==> config.mk <==
export PLATFORM = sky130hd
export DESIGN_NAME = daisy_chain_rgb_pwm_relay_flat
export DESIGN_NICKNAME = d
export VERILOG_FILES = /design/src/rtl/dcrp_pkg.sv /design/src/rtl/dcrp_if.sv /design/src/rtl/daisy_chain_rgb_pwm_relay.sv /design/src/rtl/dcrp_front.sv /design/src/rtl/dcrp_queue.sv /design/src/rtl/dcrp_back.sv /design/src/flat_wrapper.sv
export SDC_FILE = /design/constraint.sdc
export NUM_CORES = 1
export LEC_CHECK = 0
export ABC_AREA = 1
export BUFFER_PORTS_ARGS = -buffer_cell sky130_fd_sc_hd__buf_2
export CAP_MARGIN = 30
export CELL_PAD_IN_SITES_DETAIL_PLACEMENT = 0
export CELL_PAD_IN_SITES_GLOBAL_PLACEMENT = 1
export CORE_MARGIN = 2
export CORE_UTILIZATION = 51
export DETAILED_ROUTE_END_ITERATION = 12
export PLACE_DENSITY = 0.95
export REMOVE_ABC_BUFFERS = 1
export SYNTH_ARGS = -nofsm -noshare
export SYNTH_HDL_FRONTEND = slang
export SYNTH_SLANG_ARGS = --single-unit
==> constraint.sdc <==
create_clock -name clk -period 6.5 [get_ports clk]
set_clock_uncertainty 0.15 [all_clocks]
set_input_delay 1.3 -clock clk [delete_from_list [all_inputs] [get_ports clk]]
set_output_delay 1.3 -clock clk [all_outputs]
set_load 0.005 [all_outputs]
==> src/rtl/dcrp_pkg.sv <==
// shared types and constants of the rgb pwm relay node
package dcrp_pkg;

	localparam int unsigned QueueDepth = 4;

	localparam logic [15:0] PeriodTopReset = 16'd256;
	localparam logic [7:0]  RedDutyReset   = 8'd255;
	localparam logic [7:0]  IdxLength      = 8'd0;
	localparam logic [7:0]  IdxRed         = 8'd1;
	localparam logic [7:0]  IdxGreen       = 8'd2;
	localparam logic [7:0]  IdxBlue        = 8'd3;
	localparam logic [7:0]  HeaderBytes    = 8'd3;

	typedef enum logic {
		KIND_BYTE = 1'b0,
		KIND_TICK = 1'b1
	} item_kind_t;

	typedef struct packed {
		item_kind_t kind;
		logic [7:0] data;
	} q_item_t;

	typedef struct packed {
		logic       tx_valid;
		logic [7:0] tx_byte;
		logic       red_on;
		logic       green_on;
		logic       blue_on;
	} result_t;

	typedef struct packed {
		logic valid;
		logic ready;
	} link_t;

endpackage

==> src/rtl/dcrp_if.sv <==
// channel interfaces of the rgb pwm relay node
interface dcrp_item_if;
	logic       valid;
	logic       ready;
	logic       opcode;
	logic [7:0] rx_byte;

	modport source (output valid, output opcode, output rx_byte, input ready);
	modport sink (input valid, input opcode, input rx_byte, output ready);
endinterface

interface dcrp_result_if;
	logic       valid;
	logic       ready;
	logic       tx_valid;
	logic [7:0] tx_byte;
	logic       red_on;
	logic       green_on;
	logic       blue_on;

	modport source (output valid, output tx_valid, output tx_byte, output red_on,
		output green_on, output blue_on, input ready);
	modport sink (input valid, input tx_valid, input tx_byte, input red_on,
		input green_on, input blue_on, output ready);
endinterface

==> src/rtl/daisy_chain_rgb_pwm_relay.sv <==
// top level of the daisy chained rgb led node with pwm outputs
// channels: item carries opcode (0 = serial byte, 1 = pwm tick) and rx_byte;
// result carries tx_valid, tx_byte and the red, green and blue levels.
// every item produces exactly one result, in order.
// packets: byte 0 is the length, bytes 1..3 set the duties, byte 3 sends
// length minus 3 downstream, later bytes are forwarded while below length.
// path: the input register takes the item at its transfer, then the queue,
// then the result register. throughput: one item per cycle while result
// does not stall, set by the combinational parser and pwm step.
// cfg_wr_en with cfg_wr_data loads period_top; write it only while idle.
// reset: period_top 256, red duty 255, other duties, counter and index 0;
// no items in flight.
// when result stalls, the result register holds, the queue fills, and then
// item.ready drops; nothing is lost or repeated.
module daisy_chain_rgb_pwm_relay #(
	parameter int unsigned QUEUE_DEPTH = dcrp_pkg::QueueDepth
) (
	input  logic          clk,
	input  logic          arst_n,
	dcrp_item_if.sink     item,
	dcrp_result_if.source result,
	input  logic          cfg_wr_en,
	input  logic [15:0]   cfg_wr_data
);

	logic [15:0]       period_top_q;
	dcrp_pkg::q_item_t push_item;
	dcrp_pkg::link_t   push_link;
	logic              push_ready;
	logic              pop_valid;
	dcrp_pkg::q_item_t pop_item;
	logic              pop;

	always_ff @(posedge clk or negedge arst_n) begin
		if (!arst_n) begin
			period_top_q <= dcrp_pkg::PeriodTopReset;
		end else if (cfg_wr_en) begin
			period_top_q <= cfg_wr_data;
		end
	end

	dcrp_front u_front (
		.clk             (clk),
		.arst_n          (arst_n),
		.item            (item),
		.push_item       (push_item),
		.push_valid_only (push_link),
		.push_ready      (push_ready)
	);

	dcrp_queue #(
		.DEPTH (QUEUE_DEPTH)
	) u_queue (
		.clk        (clk),
		.arst_n     (arst_n),
		.push       (push_link),
		.push_item  (push_item),
		.push_ready (push_ready),
		.pop_valid  (pop_valid),
		.pop_item   (pop_item),
		.pop        (pop)
	);

	dcrp_back u_back (
		.clk        (clk),
		.arst_n     (arst_n),
		.period_top (period_top_q),
		.pop_valid  (pop_valid),
		.pop_item   (pop_item),
		.pop        (pop),
		.result     (result)
	);

endmodule

==> src/rtl/dcrp_front.sv <==
// front stage: accepts items, classifies them and pushes them to the queue
module dcrp_front (
	input  logic                clk,
	input  logic                arst_n,
	dcrp_item_if.sink           item,
	output dcrp_pkg::q_item_t   push_item,
	output dcrp_pkg::link_t     push_valid_only,
	input  logic                push_ready
);

	logic              valid_s1;
	dcrp_pkg::q_item_t item_s1;
	logic              take;

	assign item.ready = !valid_s1 || push_ready;
	assign take       = item.valid && item.ready;

	always_ff @(posedge clk or negedge arst_n) begin
		if (!arst_n) begin
			valid_s1 <= 1'b0;
		end else if (item.ready) begin
			valid_s1 <= item.valid;
		end
	end

	always_ff @(posedge clk) begin
		if (take) begin
			item_s1.kind <= item.opcode ? dcrp_pkg::KIND_TICK : dcrp_pkg::KIND_BYTE;
			item_s1.data <= item.opcode ? 8'd0 : item.rx_byte;
		end
	end

	assign push_item             = item_s1;
	assign push_valid_only.valid = valid_s1;
	assign push_valid_only.ready = push_ready;

endmodule

==> src/rtl/dcrp_queue.sv <==
// short fifo between front and back stages
module dcrp_queue #(
	parameter int unsigned DEPTH = dcrp_pkg::QueueDepth
) (
	input  logic              clk,
	input  logic              arst_n,
	input  dcrp_pkg::link_t   push,
	input  dcrp_pkg::q_item_t push_item,
	output logic              push_ready,
	output logic              pop_valid,
	output dcrp_pkg::q_item_t pop_item,
	input  logic              pop
);

	localparam int unsigned AW = (DEPTH > 1) ? $clog2(DEPTH) : 1;
	localparam int unsigned CW = $clog2(DEPTH + 1);

	dcrp_pkg::q_item_t entries_q [DEPTH];
	logic [AW-1:0]     wr_ptr_q;
	logic [AW-1:0]     rd_ptr_q;
	logic [CW-1:0]     count_q;
	logic              do_push;
	logic              do_pop;

	assign push_ready = (count_q != CW'(DEPTH));
	assign pop_valid  = (count_q != '0);
	assign pop_item   = entries_q[rd_ptr_q];
	assign do_push    = push.valid && push.ready;
	assign do_pop     = pop && pop_valid;

	always_ff @(posedge clk or negedge arst_n) begin
		if (!arst_n) begin
			wr_ptr_q <= '0;
			rd_ptr_q <= '0;
			count_q  <= '0;
		end else begin
			if (do_push) begin
				wr_ptr_q <= (wr_ptr_q == AW'(DEPTH - 1)) ? '0 : wr_ptr_q + 1'b1;
			end
			if (do_pop) begin
				rd_ptr_q <= (rd_ptr_q == AW'(DEPTH - 1)) ? '0 : rd_ptr_q + 1'b1;
			end
			if (do_push && !do_pop) begin
				count_q <= count_q + 1'b1;
			end else if (do_pop && !do_push) begin
				count_q <= count_q - 1'b1;
			end
		end
	end

	always_ff @(posedge clk) begin
		if (do_push) begin
			entries_q[wr_ptr_q] <= push_item;
		end
	end

endmodule

==> src/rtl/dcrp_back.sv <==
// back stage: packet parser, pwm counter and result register
module dcrp_back (
	input  logic              clk,
	input  logic              arst_n,
	input  logic [15:0]       period_top,
	input  logic              pop_valid,
	input  dcrp_pkg::q_item_t pop_item,
	output logic              pop,
	dcrp_result_if.source     result
);

	logic [7:0]        byte_index_q;
	logic [7:0]        packet_length_q;
	logic [7:0]        red_duty_q;
	logic [7:0]        green_duty_q;
	logic [7:0]        blue_duty_q;
	logic [15:0]       pwm_count_q;
	logic              res_valid_q;
	dcrp_pkg::result_t res_q;

	logic [7:0]        idx_n;
	logic [7:0]        len_n;
	logic [7:0]        red_n;
	logic [7:0]        green_n;
	logic [7:0]        blue_n;
	logic [15:0]       count_n;
	logic [8:0]        idx_inc;
	dcrp_pkg::result_t res_n;

	assign pop     = pop_valid && (!res_valid_q || result.ready);
	assign idx_inc = {1'b0, byte_index_q} + 9'd1;

	always_comb begin
		idx_n          = byte_index_q;
		len_n          = packet_length_q;
		red_n          = red_duty_q;
		green_n        = green_duty_q;
		blue_n         = blue_duty_q;
		count_n        = pwm_count_q;
		res_n.tx_valid = 1'b0;
		res_n.tx_byte  = 8'd0;
		case (pop_item.kind)
			dcrp_pkg::KIND_TICK: begin
				count_n = (pwm_count_q >= period_top) ? 16'd0 : pwm_count_q + 16'd1;
			end
			dcrp_pkg::KIND_BYTE: begin
				case (byte_index_q)
					dcrp_pkg::IdxLength: len_n   = pop_item.data;
					dcrp_pkg::IdxRed:    red_n   = pop_item.data;
					dcrp_pkg::IdxGreen:  green_n = pop_item.data;
					default: begin
						if (byte_index_q == dcrp_pkg::IdxBlue) begin
							blue_n         = pop_item.data;
							res_n.tx_valid = 1'b1;
							res_n.tx_byte  = packet_length_q - dcrp_pkg::HeaderBytes;
						end else if (byte_index_q < packet_length_q) begin
							res_n.tx_valid = 1'b1;
							res_n.tx_byte  = pop_item.data;
						end
					end
				endcase
				if (byte_index_q >= dcrp_pkg::IdxBlue
						&& idx_inc >= {1'b0, packet_length_q}) begin
					idx_n = 8'd0;
				end else begin
					idx_n = idx_inc[7:0];
				end
			end
			default: ;
		endcase
		res_n.red_on   = (count_n < {8'd0, red_n});
		res_n.green_on = (count_n < {8'd0, green_n});
		res_n.blue_on  = (count_n < {8'd0, blue_n});
	end

	always_ff @(posedge clk or negedge arst_n) begin
		if (!arst_n) begin
			byte_index_q    <= '0;
			packet_length_q <= '0;
			red_duty_q      <= dcrp_pkg::RedDutyReset;
			green_duty_q    <= '0;
			blue_duty_q     <= '0;
			pwm_count_q     <= '0;
			res_valid_q     <= 1'b0;
		end else begin
			if (pop) begin
				byte_index_q    <= idx_n;
				packet_length_q <= len_n;
				red_duty_q      <= red_n;
				green_duty_q    <= green_n;
				blue_duty_q     <= blue_n;
				pwm_count_q     <= count_n;
				res_valid_q     <= 1'b1;
			end else if (result.ready) begin
				res_valid_q <= 1'b0;
			end
		end
	end

	always_ff @(posedge clk) begin
		if (pop) begin
			res_q <= res_n;
		end
	end

	assign result.valid    = res_valid_q;
	assign result.tx_valid = res_q.tx_valid;
	assign result.tx_byte  = res_q.tx_byte;
	assign result.red_on   = res_q.red_on;
	assign result.green_on = res_q.green_on;
	assign result.blue_on  = res_q.blue_on;

endmodule
==> src/flat_wrapper.sv <==
// flat-port wrapper written by rule: the top's interface ports become plain ports
module daisy_chain_rgb_pwm_relay_flat 
#(
	parameter int unsigned QUEUE_DEPTH = dcrp_pkg::QueueDepth
)
  (clk, arst_n, cfg_wr_en, cfg_wr_data, item_valid, item_opcode, item_rx_byte, item_ready, result_valid, result_tx_valid, result_tx_byte, result_red_on, result_green_on, result_blue_on, result_ready);
  dcrp_item_if item_i ();
  dcrp_result_if result_i ();
  input  logic clk;
  input  logic arst_n;
  input  logic cfg_wr_en;
  input  logic [15:0] cfg_wr_data;
  input wire logic [$bits(item_i.valid)-1:0] item_valid;
  input wire logic [$bits(item_i.opcode)-1:0] item_opcode;
  input wire logic [$bits(item_i.rx_byte)-1:0] item_rx_byte;
  output wire logic [$bits(item_i.ready)-1:0] item_ready;
  output wire logic [$bits(result_i.valid)-1:0] result_valid;
  output wire logic [$bits(result_i.tx_valid)-1:0] result_tx_valid;
  output wire logic [$bits(result_i.tx_byte)-1:0] result_tx_byte;
  output wire logic [$bits(result_i.red_on)-1:0] result_red_on;
  output wire logic [$bits(result_i.green_on)-1:0] result_green_on;
  output wire logic [$bits(result_i.blue_on)-1:0] result_blue_on;
  input wire logic [$bits(result_i.ready)-1:0] result_ready;
  assign item_i.valid = item_valid;
  assign item_i.opcode = item_opcode;
  assign item_i.rx_byte = item_rx_byte;
  assign item_ready = item_i.ready;
  assign result_valid = result_i.valid;
  assign result_tx_valid = result_i.tx_valid;
  assign result_tx_byte = result_i.tx_byte;
  assign result_red_on = result_i.red_on;
  assign result_green_on = result_i.green_on;
  assign result_blue_on = result_i.blue_on;
  assign result_i.ready = result_ready;
  daisy_chain_rgb_pwm_relay #(.QUEUE_DEPTH(QUEUE_DEPTH)) u_core (.clk(clk), .arst_n(arst_n), .item(item_i), .result(result_i), .cfg_wr_en(cfg_wr_en), .cfg_wr_data(cfg_wr_data));
endmodule
==> out/qor_table.md <==
| Result | Value |
|:---|:---|
| Maximum clock rate | 243 MHz |
| Number of placed cells counting well taps | 1102 |
| Number of buffers between clock root and the deepest sink | 2 |
| Number of max-slew violations in the final report | 0 |
| Synthesized instance count | 892 |
| Setup TNS | 0 ns |
| Remaining number of nets flagged by the antenna check after routing | 0 |
| Synth top area share | 0.232 |
| #FFs+latches synth | 138 |
| Number of library cell types mapped by synthesis | 44 |
| Largest driver fanout on the critical path | 32 |
| IO Port Bufs | 43 |
| RSZ-0062 raised after global routing | false |
| Synthesized area divided by synthesized cell count | 8.72 um^2 |
| Via count of the first global-routing pass | 5550 |
| Endpoint with the worst hold slack | u_core.u_back.red_duty_q[0] |
| Number of cell instances on the worst register-to-register path | 14 |
| Period utilisation layout | 0.632 |
| Beginning of the worst hold path | u_core.u_back.red_duty_q[0] |
| Length of the first detailed-routing pass in iterations | 5 |
| Clock period minus final worst setup slack | 4.11 ns |
| Antenna violations before repair | 0 |
| Tightest hold margin | 0.333 ns |
| Die boundary width | 128 um |
| Static leakage | 4.18 nW |
| Clock buffer count from CTS | 17 |
| WP data arrival | 4.27 ns |
| Via count | 5869 |
| Kind of critical path | primary input to register |
| Worst reg2reg endpoint | u_core.u_back.result.green_on |
| Post CTS Setup Buffer Count | 0 |
| Kind of end point of the critical path | register |
| Count of boundary I/O pins | 44 |
| Half-perimeter wire length of the detailed placement result | 11000 um |
| Remaining global-route overflow | 0 |
| Source of the worst register-to-register timing path | u_core.u_queue.rd_ptr_q[0] |
| Layout Cells excl Fill | 1134 |
| Worst setup path startpoint | result_ready |
| Detail-routed net length per standard cell | 13.8 um |
| Mapped Area | 0.00778 mm^2 |
| Result of the run | finished clean |
| Worst-case setup slack after placement | 1.96 ns |
| Synthesis warning total | 0 |
| Setup violations, final | 0 |
| Count of routing violations after the opening detailed-route iteration | 353 |
| Worst hold path class | register to register |
| Relative area change from synthesis to final layout | 12.7% |
| Post-synth ARST share | 0.587 |
| Register clock-pin slew on the reported worst setup and hold paths | 0.06 ns |
| Cell types with the largest area share after synthesis | sky130_fd_sc_hd__dfrtp_1, sky130_fd_sc_hd__edfxtp_1, sky130_fd_sc_hd__nand2_1 |
| CTS-repair resized insts | 0 |
| Initial Util | 0.518 |
| Final RePlAce weighted congestion | 0.837 |
| Placement row count | 45 |
| Slew margin rel. | 0.341 |
| CTS tree | done |
| Count of final hold-check violations | 0 |
| Die footprint | 0.0163 mm^2 |
| Number of synthesized flops with an enable pin | 57 |
| First-pass GRT wire length | 26600 um |
| Startpoint Class | primary input |
| Dominant register cell in the synthesized netlist | sky130_fd_sc_hd__dfrtp_1 |
| Internal reg-to-reg setup slack | 2.63 ns |
| Total core area | 0.0150 mm^2 |
| Antenna diode count | 0 |
| Transition at the pin with the smallest max-transition slack | 0.987 ns |
| Count of maximum capacitance violations | 0 |
| Number of nets at the end of the flow | 1026 |
| Remaining design rule violation count | 0 |
| Level count of the clock H-tree | 4 |
| Pin count of the biggest net entering global routing | 48 |
| Avg Vias per Cell | 5.18 |
| Master cell of the clock root buffer | sky130_fd_sc_hd__clkbuf_16 |
| Total power density per cell area | 515 mW/mm^2 |
| Maximum vdd ir drop | 0.313 mV |
| Overall global routing resource usage | 0.209 |
| Overall routed net length | 15600 um |
| Height of the die | 128 um |
| CTS Sinks | 138 |
| Post-CTS Hold Buffers | 0 |
| Ratio of cells with drive above 1 in the final layout | 0.127 |
| Required time at the endpoint of the critical path | 6.67 ns |
| Sequential share of the synthesized area | 0.482 |
| Worst hold path stage count | 2 |
| Worst Setup Slack, final | 2.39 ns |
| Biggest area consumer among synthesized cells | sky130_fd_sc_hd__dfrtp_1 |
| Worst-Skew Late Latency | 0.43 ns |
[cells by family after synthesis]
| kind of cell | synth area share |
|---|---|
| compound gates | 0.114 |
| xor+xnor | 0.0180 |
| fa+ha+maj | 0.102 |
| buf+inv | 0.0706 |
| flops | 0.482 |
| mux | 0.00289 |
| simple gates | 0.210 |
[worst max path at each step]
stage                                                   to
after floorplan                  u_core.u_queue.count_q[1]
after global placement           u_core.u_queue.count_q[1]
after detailed placement         u_core.u_queue.count_q[1]
after CTS                        u_core.u_queue.count_q[1]
after global routing      u_core.u_back.packet_length_q[2]
final                            u_core.u_queue.count_q[1]
[layout make-up]
cell class / instances / area, um^2
tap: 188 / 235
inverter: 113 / 424
timing repair buffer: 46 / 238
clock buffer: 17 / 425
sequential: 138 / 3750
multi-input combinational: 617 / 3490
clock inverter: 15 / 201
fill: 1320 / 6260
[layer usage]
metal / track usage / vias to the layer above / routed length, um
met5: 0 / - / 0
met4: 0.0763 / 0 / 250
met3: 0.0385 / 18 / 551
met2: 0.348 / 102 / 7460
met1: 0.275 / 2709 / 7370
li1: - / 3040 / -
[per-stage QoR]
step	total power [mW]	util	area, um^2
after global placement	3.44	0.541	8140
final	4.52	0.583	8770
after global routing	4.93	0.583	8770
after detailed placement	3.49	0.542	8140
after CTS	4.55	0.583	8770
after floorplan	2.92	-	7660
[state kept, by name, summed over array words and instances, names as in the netlist, 3 cells and up]
register	cells
u_core.u_back.green_duty_q	8
u_core.u_back.blue_duty_q	8
u_core.period_top_q	16
u_core.u_back.result.tx_byte	8
u_core.u_queue.count_q	3
u_core.u_back.red_duty_q	8
u_core.u_queue.entries_q	36
u_core.u_back.byte_index_q	8
u_core.u_back.pwm_count_q	16
u_core.u_back.packet_length_q	8
u_core.u_front.push_item	9
[cell usage in the layout, fill, tap and decap left out, drive strengths merged, types with 2 or more instances in the layout]
cell type,instances
nand3,42
mux2,2
nor2,69
nor4,2
dfrtp,72
a32oi,2
a211oi,2
nor3,15
o21ai,114
o22ai,4
xor2,15
nand2,236
buf,46
a32o,2
clkbuf,17
bufinv,3
nand4,4
o21a,2
a21oi,34
edfxtp,57
dfstp,9
ha,62
inv,120
clkinv,5
[power breakdown]
group	switching, mW	internal, mW	leakage [nW]
Sequential	0.210	1.25	1.56
Clock	0.412	0.619	0.310
Combinational	1.36	0.673	2.31
[worst max-delay path, cell delays in order]
cell and delay, ns:
sky130_fd_sc_hd__buf_2 0.08, sky130_fd_sc_hd__nor2_1 0.06, sky130_fd_sc_hd__a21oi_4 0.74, sky130_fd_sc_hd__clkinv_1 0.84
sky130_fd_sc_hd__ha_1 0.44, sky130_fd_sc_hd__inv_1 0.10, sky130_fd_sc_hd__fa_1 0.42, sky130_fd_sc_hd__mux2_2 0.27
[cell usage after synthesis (all sizes together), types with 4 or more instances]
cell,count
nand4,4
ha,62
nand2,236
buf,11
dfrtp,72
nand3,42
dfstp,9
inv,113
clkbuf,13
a21oi,34
nor3,15
edfxtp,57
nor2,69
o22ai,4
xor2,15
o21ai,114
No activity file was read; power rests on OpenSTA's default activity.
